**src/sv/u8e_pkg.sv**
```systemverilog
// ----------------------------------------------------------------------------
// UCS-2 to UTF-8 encoder package
// Shared widths, character codes, register indexes and types.
// ----------------------------------------------------------------------------
package u8e_pkg;

	// Field widths.
	localparam int UNIT_W    = 16;
	localparam int BYTE_W    = 8;
	localparam int CFG_IDX_W = 3;
	localparam int MAX_BYTES = 5;
	localparam int CNT_W     = 3;

	// String phase codes.
	localparam logic [1:0] PH_START = 2'd0;
	localparam logic [1:0] PH_PCT   = 2'd1;
	localparam logic [1:0] PH_BODY  = 2'd2;
	localparam logic [1:0] PH_ENDED = 2'd3;

	// Name modes; the unused code behaves as plain text.
	localparam logic [1:0] MODE_PLAIN = 2'd0;
	localparam logic [1:0] MODE_NICK  = 2'd1;
	localparam logic [1:0] MODE_CHAN  = 2'd2;

	// Register indexes.
	localparam logic [CFG_IDX_W-1:0] REG_NAME_MODE    = 3'd0;
	localparam logic [CFG_IDX_W-1:0] REG_ESC_CONTROLS = 3'd1;
	localparam logic [CFG_IDX_W-1:0] REG_ESC_WILDCARD = 3'd2;
	localparam logic [CFG_IDX_W-1:0] REG_NICK_PREFIX  = 3'd3;
	localparam logic [CFG_IDX_W-1:0] REG_CHAN_PREFIX  = 3'd4;
	localparam logic [CFG_IDX_W-1:0] REG_GLOBAL_CHAN  = 3'd5;

	// Character codes.
	localparam logic [7:0] CH_LF    = 8'h0a;
	localparam logic [7:0] CH_CR    = 8'h0d;
	localparam logic [7:0] CH_TAB   = 8'h09;
	localparam logic [7:0] CH_SPACE = 8'h20;
	localparam logic [7:0] CH_COMMA = 8'h2c;
	localparam logic [7:0] CH_BSL   = 8'h5c;
	localparam logic [7:0] CH_STAR  = 8'h2a;
	localparam logic [7:0] CH_QUEST = 8'h3f;
	localparam logic [7:0] CH_PCT   = 8'h25;
	localparam logic [7:0] CH_HASH  = 8'h23;
	localparam logic [7:0] CH_AMP   = 8'h26;
	localparam logic [7:0] CH_LC_N  = 8'h6e;
	localparam logic [7:0] CH_LC_R  = 8'h72;
	localparam logic [7:0] CH_LC_T  = 8'h74;
	localparam logic [7:0] CH_LC_B  = 8'h62;
	localparam logic [7:0] CH_LC_C  = 8'h63;

	// UTF-8 encoding constants.
	localparam logic [UNIT_W-1:0] MAX_ONE_BYTE = 16'h007f;
	localparam logic [UNIT_W-1:0] MAX_TWO_BYTE = 16'h07ff;
	localparam logic [7:0]        LEAD_TWO     = 8'hc0;
	localparam logic [7:0]        LEAD_THREE   = 8'he0;
	localparam logic [7:0]        CONT_MARK    = 8'h80;

	// Reset values of the registers.
	localparam logic [7:0] GLOBAL_CHAN_RESET = 8'd35;

	// Configuration register set.
	typedef struct packed {
		logic [1:0] name_mode;
		logic       escape_controls;
		logic       escape_wildcards;
		logic [7:0] nick_prefix_byte;
		logic [7:0] channel_prefix_byte;
		logic [7:0] global_channel_byte;
	} cfg_t;

	// Bytes caused by one code unit, in order, and how many are used.
	typedef struct packed {
		logic [MAX_BYTES-1:0][BYTE_W-1:0] bytes;
		logic [CNT_W-1:0]                 cnt;
	} res_t;

endpackage

```
**src/sv/u8e_unit_if.sv**
```systemverilog
// ----------------------------------------------------------------------------
// Code unit channel
// Valid/ready channel carrying one UTF-16 code unit and its string marks.
// ----------------------------------------------------------------------------
interface u8e_unit_if;
	logic                        valid;
	logic                        ready;
	logic [u8e_pkg::UNIT_W-1:0]  code_unit;
	logic                        first_unit;
	logic                        last_unit;

	modport source (output valid, output code_unit, output first_unit,
		output last_unit, input ready);
	modport sink (input valid, input code_unit, input first_unit,
		input last_unit, output ready);
endinterface

```
**src/sv/u8e_byte_if.sv**
```systemverilog
// ----------------------------------------------------------------------------
// Byte channel
// Valid/ready channel carrying one encoded byte and its run end mark.
// ----------------------------------------------------------------------------
interface u8e_byte_if;
	logic                        valid;
	logic                        ready;
	logic [u8e_pkg::BYTE_W-1:0]  out_byte;
	logic                        run_end;

	modport source (output valid, output out_byte, output run_end, input ready);
	modport sink (input valid, input out_byte, input run_end, output ready);
endinterface

```
**src/sv/u8e_cfg_if.sv**
```systemverilog
// ----------------------------------------------------------------------------
// Configuration write channel
// Valid/ready channel carrying a register index and write data.
// ----------------------------------------------------------------------------
interface u8e_cfg_if;
	logic                          valid;
	logic                          ready;
	logic [u8e_pkg::CFG_IDX_W-1:0] index;
	logic [7:0]                    data;

	modport source (output valid, output index, output data, input ready);
	modport sink (input valid, input index, input data, output ready);
endinterface

```
**src/sv/u8e_encode.sv**
```systemverilog
// ----------------------------------------------------------------------------
// Code unit encoder
// Combinational encoding of one code unit into up to five bytes, with
// escapes, name prefixes and the next string phase.
// ----------------------------------------------------------------------------
module u8e_encode (
	input  u8e_pkg::cfg_t                cfg,
	input  logic [1:0]                   phase,
	input  logic [u8e_pkg::UNIT_W-1:0]   code_unit,
	input  logic                         first_unit,
	input  logic                         last_unit,
	output u8e_pkg::res_t                res,
	output logic [1:0]                   next_phase
);

	logic [1:0]       ph;
	logic             esc;
	logic [7:0]       esc_chr;
	logic [2:0][7:0]  e_bytes;
	logic [1:0]       e_cnt;
	logic [1:0][7:0]  h_bytes;
	logic [1:0]       h_cnt;
	logic             use_enc;
	logic             is_marker;

	// Escape detection for the body encoding.
	always_comb begin
		esc     = 1'b0;
		esc_chr = '0;
		if (cfg.escape_controls && code_unit[15:8] == 8'h00) begin
			case (code_unit[7:0])
				u8e_pkg::CH_LF: begin
					esc     = 1'b1;
					esc_chr = u8e_pkg::CH_LC_N;
				end
				u8e_pkg::CH_CR: begin
					esc     = 1'b1;
					esc_chr = u8e_pkg::CH_LC_R;
				end
				u8e_pkg::CH_TAB: begin
					esc     = 1'b1;
					esc_chr = u8e_pkg::CH_LC_T;
				end
				u8e_pkg::CH_SPACE: begin
					esc     = 1'b1;
					esc_chr = u8e_pkg::CH_LC_B;
				end
				u8e_pkg::CH_COMMA: begin
					esc     = 1'b1;
					esc_chr = u8e_pkg::CH_LC_C;
				end
				u8e_pkg::CH_BSL: begin
					esc     = 1'b1;
					esc_chr = u8e_pkg::CH_BSL;
				end
				default: begin
					esc     = 1'b0;
					esc_chr = '0;
				end
			endcase
		end
		if (!esc && cfg.escape_wildcards &&
				(code_unit == {8'h00, u8e_pkg::CH_STAR} ||
				code_unit == {8'h00, u8e_pkg::CH_QUEST})) begin
			esc     = 1'b1;
			esc_chr = code_unit[7:0];
		end
	end

	// Body bytes: a backslash escape or one to three UTF-8 bytes.
	always_comb begin
		e_bytes = '0;
		if (esc) begin
			e_bytes[0] = u8e_pkg::CH_BSL;
			e_bytes[1] = esc_chr;
			e_cnt      = 2'd2;
		end else if (code_unit <= u8e_pkg::MAX_ONE_BYTE) begin
			e_bytes[0] = code_unit[7:0];
			e_cnt      = 2'd1;
		end else if (code_unit <= u8e_pkg::MAX_TWO_BYTE) begin
			e_bytes[0] = u8e_pkg::LEAD_TWO | {3'b000, code_unit[10:6]};
			e_bytes[1] = u8e_pkg::CONT_MARK | {2'b00, code_unit[5:0]};
			e_cnt      = 2'd2;
		end else begin
			e_bytes[0] = u8e_pkg::LEAD_THREE | {4'b0000, code_unit[15:12]};
			e_bytes[1] = u8e_pkg::CONT_MARK | {2'b00, code_unit[11:6]};
			e_bytes[2] = u8e_pkg::CONT_MARK | {2'b00, code_unit[5:0]};
			e_cnt      = 2'd3;
		end
	end

	assign is_marker = code_unit == {8'h00, u8e_pkg::CH_HASH} ||
		code_unit == {8'h00, u8e_pkg::CH_AMP};

	// Head bytes and phase step from the string position and name mode.
	always_comb begin
		ph         = first_unit ? u8e_pkg::PH_START : phase;
		h_bytes    = '0;
		h_cnt      = 2'd0;
		use_enc    = 1'b0;
		next_phase = ph;
		if (ph == u8e_pkg::PH_ENDED) begin
			next_phase = u8e_pkg::PH_ENDED;
		end else if (code_unit == '0) begin
			// A zero unit ends the string; a pending percent still owes the global byte.
			if (ph == u8e_pkg::PH_PCT) begin
				h_bytes[0] = cfg.global_channel_byte;
				h_cnt      = 2'd1;
			end
			next_phase = u8e_pkg::PH_ENDED;
		end else if (ph == u8e_pkg::PH_BODY) begin
			use_enc = 1'b1;
		end else if (ph == u8e_pkg::PH_PCT) begin
			if (is_marker) begin
				h_bytes[0] = code_unit[7:0];
			end else begin
				h_bytes[0] = cfg.global_channel_byte;
				use_enc    = 1'b1;
			end
			h_cnt      = 2'd1;
			next_phase = u8e_pkg::PH_BODY;
		end else if (cfg.name_mode == u8e_pkg::MODE_NICK) begin
			h_bytes[0] = cfg.nick_prefix_byte;
			h_cnt      = 2'd1;
			use_enc    = 1'b1;
			next_phase = u8e_pkg::PH_BODY;
		end else if (cfg.name_mode == u8e_pkg::MODE_CHAN) begin
			h_bytes[0] = cfg.channel_prefix_byte;
			if (code_unit == {8'h00, u8e_pkg::CH_PCT}) begin
				// Leading percent is dropped; the global byte follows only if the string stops here.
				h_bytes[1] = cfg.global_channel_byte;
				h_cnt      = last_unit ? 2'd2 : 2'd1;
				next_phase = u8e_pkg::PH_PCT;
			end else if (is_marker) begin
				h_bytes[1] = code_unit[7:0];
				h_cnt      = 2'd2;
				next_phase = u8e_pkg::PH_BODY;
			end else begin
				h_bytes[1] = cfg.global_channel_byte;
				h_cnt      = 2'd2;
				use_enc    = 1'b1;
				next_phase = u8e_pkg::PH_BODY;
			end
		end else begin
			use_enc    = 1'b1;
			next_phase = u8e_pkg::PH_BODY;
		end
	end

	// Pack head bytes followed by body bytes into the result list.
	always_comb begin
		logic [2:0] iv;
		logic [2:0] j;
		res.bytes = '0;
		res.cnt   = {1'b0, h_cnt} + (use_enc ? {1'b0, e_cnt} : 3'd0);
		for (int i = 0; i < u8e_pkg::MAX_BYTES; i++) begin
			iv = 3'(i);
			j  = iv - {1'b0, h_cnt};
			if (iv < {1'b0, h_cnt}) begin
				res.bytes[i] = h_bytes[iv[0]];
			end else if (use_enc && j < 3'd3) begin
				res.bytes[i] = e_bytes[j[1:0]];
			end
		end
	end

endmodule

```
**src/sv/u8e_byte_buf.sv**
```systemverilog
// ----------------------------------------------------------------------------
// Result byte buffer
// Holds the byte list of one code unit and hands it out one byte per beat.
// ----------------------------------------------------------------------------
module u8e_byte_buf (
	input  logic              clk,
	input  logic              arst_n,
	input  logic              load_valid,
	input  u8e_pkg::res_t     load_res,
	output logic              load_ready,
	u8e_byte_if.source        byte_ch
);

	logic                                      valid_s2;
	logic [u8e_pkg::MAX_BYTES-1:0][7:0]        bytes_s2;
	logic [u8e_pkg::CNT_W-1:0]                 cnt_s2;
	logic [u8e_pkg::CNT_W-1:0]                 idx_s2;
	logic                                      at_last;
	logic                                      beat;

	assign at_last    = idx_s2 == cnt_s2 - 3'd1;
	assign beat       = byte_ch.valid && byte_ch.ready;
	assign load_ready = !valid_s2 || (beat && at_last);

	// Control: occupancy and byte position.
	always_ff @(posedge clk or negedge arst_n) begin
		if (!arst_n) begin
			valid_s2 <= 1'b0;
			idx_s2   <= '0;
		end else if (load_valid && load_ready) begin
			valid_s2 <= 1'b1;
			idx_s2   <= '0;
		end else if (beat) begin
			if (at_last) begin
				valid_s2 <= 1'b0;
			end
			idx_s2 <= idx_s2 + 3'd1;
		end
	end

	// Payload: the byte list itself.
	always_ff @(posedge clk) begin
		if (load_valid && load_ready) begin
			bytes_s2 <= load_res.bytes;
			cnt_s2   <= load_res.cnt;
		end
	end

	assign byte_ch.valid    = valid_s2;
	assign byte_ch.out_byte = bytes_s2[idx_s2];
	assign byte_ch.run_end  = at_last;

	// The buffer only ever holds a nonempty list.
	assert property (@(posedge clk) disable iff (!arst_n)
		valid_s2 |-> (cnt_s2 != 3'd0 && cnt_s2 <= 3'(u8e_pkg::MAX_BYTES)))
		else $error("byte buffer holds an empty or oversized list");

	// The byte position never runs past the list.
	assert property (@(posedge clk) disable iff (!arst_n)
		valid_s2 |-> idx_s2 < cnt_s2)
		else $error("byte position beyond list length");

	// A beat that is not the run end steps to the next byte of the same list.
	assert property (@(posedge clk) disable iff (!arst_n)
		(beat && !at_last) |=> (valid_s2 && idx_s2 == $past(idx_s2) + 3'd1))
		else $error("byte position did not advance within a run");

endmodule

```
**src/sv/ucs2_to_utf8_escaping_encoder_top.sv**
```systemverilog
// ----------------------------------------------------------------------------
// UCS-2 to UTF-8 escaping encoder
// Turns a stream of 16-bit code units into UTF-8 bytes with optional
// backslash escapes and nickname or channel name prefixes.
// ----------------------------------------------------------------------------
// Usage:
//   unit_ch takes one code unit per beat, marked first or last of a string.
//   byte_ch gives one byte per beat; run_end marks the last byte of a unit.
//   A unit gives zero to five bytes; a unit that gives none produces no beat.
//   cfg writes registers 0 to 5 (mode, escapes, prefix bytes); it is always
//   ready and is meant to be used only while the encoder is idle.
// Each unit is registered in the input register and then in the byte buffer before its first byte is valid.
// Throughput: one unit per cycle while units give at most one byte and byte_ch
//   is ready; otherwise the pace is set by the byte-wide output buffer, which
//   hands out one byte per cycle while byte_ch is ready.
// A stalled byte_ch holds the current byte; one further unit waits in the
//   input register, after which unit_ch drops ready.
// Reset clears the registers to their defaults (global channel byte 35),
// empties both stages and returns the string phase to start of string.
// ----------------------------------------------------------------------------
module ucs2_to_utf8_escaping_encoder_top (
	input  logic        clk,
	input  logic        arst_n,
	u8e_unit_if.sink    unit_ch,
	u8e_byte_if.source  byte_ch,
	u8e_cfg_if.sink     cfg
);

	u8e_pkg::cfg_t                   cfg_q;
	logic [1:0]                      phase_q;
	logic                            valid_s1;
	logic [u8e_pkg::UNIT_W-1:0]      unit_s1;
	logic                            first_s1;
	logic                            last_s1;
	u8e_pkg::res_t                   enc_res;
	logic [1:0]                      enc_next;
	logic                            load_ready;
	logic                            adv_s1;
	logic                            unit_beat;

	// Register writes.
	assign cfg.ready = 1'b1;

	always_ff @(posedge clk or negedge arst_n) begin
		if (!arst_n) begin
			cfg_q.name_mode           <= u8e_pkg::MODE_PLAIN;
			cfg_q.escape_controls     <= 1'b0;
			cfg_q.escape_wildcards    <= 1'b0;
			cfg_q.nick_prefix_byte    <= '0;
			cfg_q.channel_prefix_byte <= '0;
			cfg_q.global_channel_byte <= u8e_pkg::GLOBAL_CHAN_RESET;
		end else if (cfg.valid) begin
			unique case (cfg.index)
				u8e_pkg::REG_NAME_MODE:    cfg_q.name_mode           <= cfg.data[1:0];
				u8e_pkg::REG_ESC_CONTROLS: cfg_q.escape_controls     <= cfg.data[0];
				u8e_pkg::REG_ESC_WILDCARD: cfg_q.escape_wildcards    <= cfg.data[0];
				u8e_pkg::REG_NICK_PREFIX:  cfg_q.nick_prefix_byte    <= cfg.data;
				u8e_pkg::REG_CHAN_PREFIX:  cfg_q.channel_prefix_byte <= cfg.data;
				u8e_pkg::REG_GLOBAL_CHAN:  cfg_q.global_channel_byte <= cfg.data;
				default: begin
				end
			endcase
		end
	end

	// Input register stage.
	assign unit_beat     = unit_ch.valid && unit_ch.ready;
	assign adv_s1        = valid_s1 && (enc_res.cnt == '0 || load_ready);
	assign unit_ch.ready = !valid_s1 || adv_s1;

	always_ff @(posedge clk or negedge arst_n) begin
		if (!arst_n) begin
			valid_s1 <= 1'b0;
		end else if (unit_beat) begin
			valid_s1 <= 1'b1;
		end else if (adv_s1) begin
			valid_s1 <= 1'b0;
		end
	end

	always_ff @(posedge clk) begin
		if (unit_beat) begin
			unit_s1  <= unit_ch.code_unit;
			first_s1 <= unit_ch.first_unit;
			last_s1  <= unit_ch.last_unit;
		end
	end

	// String phase steps as each unit leaves the input register.
	always_ff @(posedge clk or negedge arst_n) begin
		if (!arst_n) begin
			phase_q <= u8e_pkg::PH_START;
		end else if (adv_s1) begin
			phase_q <= last_s1 ? u8e_pkg::PH_START : enc_next;
		end
	end

	u8e_encode u_encode (
		.cfg        (cfg_q),
		.phase      (phase_q),
		.code_unit  (unit_s1),
		.first_unit (first_s1),
		.last_unit  (last_s1),
		.res        (enc_res),
		.next_phase (enc_next)
	);

	u8e_byte_buf u_byte_buf (
		.clk        (clk),
		.arst_n     (arst_n),
		.load_valid (valid_s1 && enc_res.cnt != '0),
		.load_res   (enc_res),
		.load_ready (load_ready),
		.byte_ch    (byte_ch)
	);

	// A unit marked last returns the phase to start of string.
	assert property (@(posedge clk) disable iff (!arst_n)
		(adv_s1 && last_s1) |=> phase_q == u8e_pkg::PH_START)
		else $error("phase not back at start after last unit");

	// A held unit that gives bytes stays in the input register until the buffer frees.
	assert property (@(posedge clk) disable iff (!arst_n)
		(valid_s1 && !adv_s1) |=> (valid_s1 && $stable(unit_s1)))
		else $error("input register lost a waiting unit");

	// Units in an ended string never produce bytes.
	assert property (@(posedge clk) disable iff (!arst_n)
		(valid_s1 && !first_s1 && phase_q == u8e_pkg::PH_ENDED) |-> enc_res.cnt == '0)
		else $error("bytes produced after the end of a string");

endmodule
```
**src/flat_wrapper.sv**
```systemverilog
// flat-port wrapper written by rule: the top's interface ports become plain ports
module ucs2_to_utf8_escaping_encoder_top_flat 
  (clk, arst_n, unit_ch_valid, unit_ch_code_unit, unit_ch_first_unit, unit_ch_last_unit, unit_ch_ready, byte_ch_valid, byte_ch_out_byte, byte_ch_run_end, byte_ch_ready, cfg_valid, cfg_index, cfg_data, cfg_ready);
  u8e_unit_if unit_ch_i ();
  u8e_byte_if byte_ch_i ();
  u8e_cfg_if cfg_i ();
  input  logic clk;
  input  logic arst_n;
  input wire logic [$bits(unit_ch_i.valid)-1:0] unit_ch_valid;
  input wire logic [$bits(unit_ch_i.code_unit)-1:0] unit_ch_code_unit;
  input wire logic [$bits(unit_ch_i.first_unit)-1:0] unit_ch_first_unit;
  input wire logic [$bits(unit_ch_i.last_unit)-1:0] unit_ch_last_unit;
  output wire logic [$bits(unit_ch_i.ready)-1:0] unit_ch_ready;
  output wire logic [$bits(byte_ch_i.valid)-1:0] byte_ch_valid;
  output wire logic [$bits(byte_ch_i.out_byte)-1:0] byte_ch_out_byte;
  output wire logic [$bits(byte_ch_i.run_end)-1:0] byte_ch_run_end;
  input wire logic [$bits(byte_ch_i.ready)-1:0] byte_ch_ready;
  input wire logic [$bits(cfg_i.valid)-1:0] cfg_valid;
  input wire logic [$bits(cfg_i.index)-1:0] cfg_index;
  input wire logic [$bits(cfg_i.data)-1:0] cfg_data;
  output wire logic [$bits(cfg_i.ready)-1:0] cfg_ready;
  assign unit_ch_i.valid = unit_ch_valid;
  assign unit_ch_i.code_unit = unit_ch_code_unit;
  assign unit_ch_i.first_unit = unit_ch_first_unit;
  assign unit_ch_i.last_unit = unit_ch_last_unit;
  assign unit_ch_ready = unit_ch_i.ready;
  assign byte_ch_valid = byte_ch_i.valid;
  assign byte_ch_out_byte = byte_ch_i.out_byte;
  assign byte_ch_run_end = byte_ch_i.run_end;
  assign byte_ch_i.ready = byte_ch_ready;
  assign cfg_i.valid = cfg_valid;
  assign cfg_i.index = cfg_index;
  assign cfg_i.data = cfg_data;
  assign cfg_ready = cfg_i.ready;
  ucs2_to_utf8_escaping_encoder_top u_core (.clk(clk), .arst_n(arst_n), .unit_ch(unit_ch_i), .byte_ch(byte_ch_i), .cfg(cfg_i));
endmodule
```
**config.mk**
```make
export PLATFORM = sky130hd
export DESIGN_NAME = ucs2_to_utf8_escaping_encoder_top_flat
export DESIGN_NICKNAME = d
export VERILOG_FILES = /design/src/sv/u8e_pkg.sv /design/src/sv/u8e_unit_if.sv /design/src/sv/u8e_byte_if.sv /design/src/sv/u8e_cfg_if.sv /design/src/sv/u8e_encode.sv /design/src/sv/u8e_byte_buf.sv /design/src/sv/ucs2_to_utf8_escaping_encoder_top.sv /design/src/flat_wrapper.sv
export SDC_FILE = /design/constraint.sdc
export NUM_CORES = 1
export LEC_CHECK = 0
export ABC_AREA = 1
export BUFFER_PORTS_ARGS = -buffer_cell sky130_fd_sc_hd__clkbuf_2
export CAP_MARGIN = 0
export CORE_UTILIZATION = 59
export DETAILED_ROUTE_END_ITERATION = 16
export GPL_TIMING_DRIVEN = 0
export PLACE_DENSITY = 0.81
export RECOVER_POWER = 25
export SETUP_SLACK_MARGIN = 0.4
export SLEW_MARGIN = 10
export SYNTH_ARGS = -nofsm -noshare
export SYNTH_HDL_FRONTEND = slang
export SYNTH_SLANG_ARGS = --single-unit
```
**constraint.sdc**
```tcl
create_clock -name clk -period 4.7 [get_ports clk]
set_input_delay 0.235 -clock clk [delete_from_list [all_inputs] [get_ports clk]]
set_output_delay 0.235 -clock clk [all_outputs]
set_load 0.03 [all_outputs]
```
After elaboration in Yosys (flattened, before gate mapping). Index checks and enable logic that the tools add are counted.

Flip-flop bits (word level): 96. Input bits: 34. Word-level logic and storage cells: 185.

Add/subtract/negate cells: 8. Order comparisons: 17. Equality and inequality tests: 22. Muxes and demuxes: 81. Reductions and logical operators: 38.

Operators by type and width (count): $mux 8 (28); $bmux 8 s2 (5); $eq 16x6->1 const B (5); $mux 16 (5); $pmux 7 s6 (1); $mux 2 (20); $bmux 8 s3 (1); $eq 8x4->1 const B (3); $mux 1 (18); $eq 8x6->1 const B (2); $le 16x11->1 const B (1); $le 16x7->1 const B (1); $logic_not 16->1 (1); $lt 2x3->1 const B (5); $lt 3x2->1 const B (5); $logic_and 1x1->1 (14); $mux 14 (1); $reduce_and 2->1 (7); $eq 8x7->1 const B (1); $logic_not 8->1 (1); $eq 2x2->1 const B (3); $eq 3x2->1 const B (2); $eq 3x3->1 const B (2); $logic_not 3->1 (2); 19 further kinds (32).

Logic depth before layout (Yosys ltp).
Depth after elaboration: 18. Depth in mapped cells: 22.

Modules after synthesis. Synthesis repeated with hierarchy kept, for this count alone.

Cells, all modules: 787. Area, all modules: 6158.4 µm².

Modules (own cells, without submodules): u8e_encode (times used 1, cells an instance 465, area an instance 2249.7 µm², seq. area each 0.0 µm²); u8e_byte_buf (times used 1, cells an instance 170, area an instance 1981.9 µm², seq. area each 1391.3 µm²); ucs2_to_utf8_escaping_encoder_top (times used 1, cells an instance 152, area an instance 1926.8 µm², seq. area each 1320.0 µm²).

Worst setup path after synthesis. OpenSTA, ideal clock, no wires.

Path type: flip-flop to flip-flop. From: register u_core.unit_s1[13] (netlist name). To: register u_core.first_s1, enable pin. Arrival time: 3.361 ns. Data required time: 4.327 ns. Slack: 0.966 ns. Cell stages (with the launch flop): 20. Buffers on the path: 1. Clock period less this slack: 3.734 ns. Cell sequence: edfxtp_1 nor2_2 nand3_4 nor2_8 nand2_1 inv_2 nand2_1 nand2_2 inv_2 nand2_2 buf_6 nor3_1 ha_1 fa_1 or3_1 nand2_1 inv_1 nand2_1 nand2_1 inv_1.

RTL lines: start, declared (line ucs2_to_utf8_escaping_encoder_top.sv:32) `logic [u8e_pkg::UNIT_W-1:0] unit_s1;`; start signal, assigned (line ucs2_to_utf8_escaping_encoder_top.sv:83) `unit_s1 <= unit_ch.code_unit;`; end signal, assigned (line ucs2_to_utf8_escaping_encoder_top.sv:84) `first_s1 <= unit_ch.first_unit;`; end, declared (line ucs2_to_utf8_escaping_encoder_top.sv:33) `logic first_s1;`.

==> qor.yml <==
outcome: "finished with violations"
violations: "capacitance limit, slew limit"
die_area_sq_mm: 0.01025
min_from: "unit_ch_code_unit[13]"
numCtsBuffers: 9
hold_class: "input pin to flip-flop"
io_buffers: 44
drt_wl_total_um: 15770
synth-edff-count: 61
hold_viol: 0
antenna_cells: 0
mostFrequentLayoutCell: "nand2_1"
cts_root_buffer: "clkbuf_8"
critical_path.max_fanout: 10
async_flop_share_pct: 36.46
seq_area_frac_synth_pct: 46.65
antenna_found_initial: 0
synth.distinct_cells: 48
dieWidth_um: 101.3
worst_slew_pin_slew_ns: 1.953
cts.path.max_buffers: 2
clkLatencyLatePin_ns: 0.39
sequentialPowerShare_pct: 37.2
areaGrowthSynthToFinish_pct: 9.795
core_sq_mm: 0.009371
netSwitchingFraction_pct: 46.45
path_clk_slew_ns: 0.10
clock_skew_ns: 0.01582
switchingPower_uw: 1696
h-tree-depth: 3
final-setup-viol-count: 0
rr_endpoint: "u_core.unit_s1[0]$_DFFE_PP_"
syn_avg_cell_area_sq_um: 8.038
power.total_uw: 3651
power.internal_uw: 1955
drc: 0
ios: 46
grt_pass1_vias: 4985
r2r_slack_ns: 0.77
relSlewSlack_pct: -30.22
pwr-share-clk_pct: 14.0
drt-pass1-iter-count: 5
start_kind: "flip-flop"
ys_seq_elements: 96
final_cell_mix: "nand2_1, o21ai_0, edfxtp_1"
peakVddDrop_v: 0.0003351
first_iter_violations: 416
rr_worst_depth: 20
postCtsSetupBuffers: 0
hold_end: "u_core.unit_s1[13]$_DFFE_PP_"
viasPerCell: 5.754
wl_per_cell_um: 17.27
holdPathStages: 1
die_h_um: 101.3
fmax_ghz: 0.2493
crit_slowest_cell: "edfxtp_1"
dp_hpwl_um: 12190
synth_area_sq_mm: 0.005812
combPwrFrac_pct: 48.8
n_fill_cell: 835
synth_fp_nets: 764
endpoint_kind: "output pin"
ys.flop_type: "edfxtp_1"
crit_type: "flip-flop to output pin"
grt_max_degree: 44
reg2reg_from: "u_core.unit_s1[5]$_DFFE_PP_"
drive_above_1_share_pct: 17.09
fin_setup_tns_ns: 0
track_usage_pct: 32.96
yosys_warnings: 0
drv_slew: 36
holdWs_ns: 0.01609
crit_top_cell: "nand2_2"
num_rows: 35
power_leakage_uw: 0.002921
grt_setup_unrepaired: "no"
fin_crit_sh_pct: 85.36
cp.arrival_ns: 3.78
grt_pass1_wl_um: 25340
fin_nets: 820
power_density_mw_per_mm2: 572.2
cp_slowest_stage_delay_ns: 0.56
maxCapViolations: 1
tritoncts: "yes"
fin_crit_ns: 4.012
initial_core_util_pct: 62.02
cp_cell_sequence: "inv_2, nor2_2, nand2_2, nor2_1, nor2_1, nand2_1, nand2_2, nand2_2, inv_2, nand2_2, buf_6, nor3_1, ha_1, fa_1, or3_1, nand2_1, inv_1, nand2_1, clkbuf_2"
vias: 5253
cp.required_ns: 4.47
overflow: 0
place.gp.congestion: 1.001
antenna_left: 0
syn_inst: 723
cts.sinks: 96
cells in the mapped netlist, types with 2 or more instances:
library cell  instances  share of area (%)
a21oi_1              30                2.6
a221o_1               8                1.4
a31oi_1               3               0.32
buf_1                 2               0.13
buf_2                 9               0.77
buf_4                 3               0.39
buf_6                 3               0.58
clkbuf_1             10               0.65
clkinv_1              3               0.19
dfrtp_1              32                 14
dfstp_2               3                1.4
edfxtp_1             61                 32
ha_1                  6                1.3
inv_1                61                3.9
inv_2                15               0.97
nand2_1             200                 13
nand2_2               9               0.97
nand3_1              56                4.8
nand3_2               5               0.86
nand4_1              13                1.4
nor2_1               46                3.0
nor2_2               11                1.2
nor2_4                3               0.58
nor2_8                2               0.69
nor3_1                6               0.52
o211ai_1              4               0.52
o21ai_0              65                5.6
o21ai_1              18                1.6
o21ai_2               5               0.75
o22ai_1              10                1.1
xnor2_1               3               0.45
xor2_1                2               0.30
power by group through the flow:
stage	Combinational (uW)	Sequential, uW	Clock [uW]
after floorplan	1270	1340	0
after global placement	1700	1370	0
after detailed placement	1750	1370	0
after CTS	1760	1350	515
after global routing	1970	1380	545
final	1780	1360	512
routing by layer:
metal	vias to the layer above	share of wire (%)	GRT usage [%]	wire length [um]
met5	-	0	0	0
met4	0	3.5	14.05	545
met3	41	6.0	5.245	952
met2	211	48	56.41	7530
met1	2447	43	41.65	6738
li1	2554	-	-	-
repair_timing:
action	in CTS	in global routing
hold endpoints to repair	22	0
setup endpoints to repair	0	18
hold buffers	1	0
gates resized for setup	0	1
kinds of logic after synthesis:
| logic type | share of synthesized area, % |
|---|---|
| simple gates | 28.35 |
| compound gates | 14.92 |
| flops | 46.65 |
| other cells | 0.06452 |
| xor+xnor | 0.7536 |
| fa+ha+maj | 1.636 |
| buf+inv | 7.621 |
worst max-delay path by stage:
stage / to / slack [ns] / from
2_1_floorplan: u_core.first_s1$_DFFE_PP_ / 0.97 / u_core.unit_s1[13]$_DFFE_PP_
3_3_place_gp: u_core.u_byte_buf.bytes_s2[13]$_DFFE_PP_ / 0.41 / u_core.unit_s1[5]$_DFFE_PP_
3_5_place_dp: u_core.last_s1$_DFFE_PP_ / 0.63 / u_core.unit_s1[5]$_DFFE_PP_
4_1_cts: u_core.unit_s1[1]$_DFFE_PP_ / 0.62 / u_core.unit_s1[5]$_DFFE_PP_
5_1_grt: u_core.u_byte_buf.bytes_s2[32]$_DFFE_PP_ / 0.48 / u_core.unit_s1[15]$_DFFE_PP_
6_report: unit_ch_ready / 0.69 / u_core.unit_s1[5]$_DFFE_PP_
through the flow:
stage	area, sq um	cells	setup slack, ns	util, %
final	6381	913	0.6882	68.09
after global routing	6381	913	0.4842	68.09
after CTS	6381	913	0.6195	68.09
after detailed placement	6193	896	0.6303	66.09
after global placement	6193	896	0.4056	66.09
after floorplan	5812	723	0.9658	-
flip-flops by register name, summed over array words and instances, names as in the netlist:
signal,count
u_core.u_byte_buf.idx_s2,3
u_core.last_s1,1
u_core.u_byte_buf.cnt_s2,3
u_core.u_byte_buf.byte_ch.valid,1
u_core.cfg_q,28
u_core.unit_s1,16
u_core.valid_s1,1
u_core.phase_q,2
u_core.first_s1,1
u_core.u_byte_buf.bytes_s2,40
layout make-up:
cell class                 instances  area (sq um)  share of cell area, %
clock buffer                       9         123.9                  1.941
multi-input combinational        521          2658                  41.65
sequential                        96          2711                  42.49
inverter                          79         300.3                  4.706
clock inverter                     7         53.80                 0.8431
tap                              129         161.4                  2.529
timing repair buffer              45         226.5                  3.549
buffer                            27         146.4                  2.294
worst max-delay path: cells and delay by family (launching register included):
family | cells | cell delay [ns]
adders and majority gates | 2 | 0.62
buffers and inverters | 5 | 0.72
DFF | 1 | 0.56
and+or+nand+nor | 12 | 1.46
(Power assumes the default switching activity.)
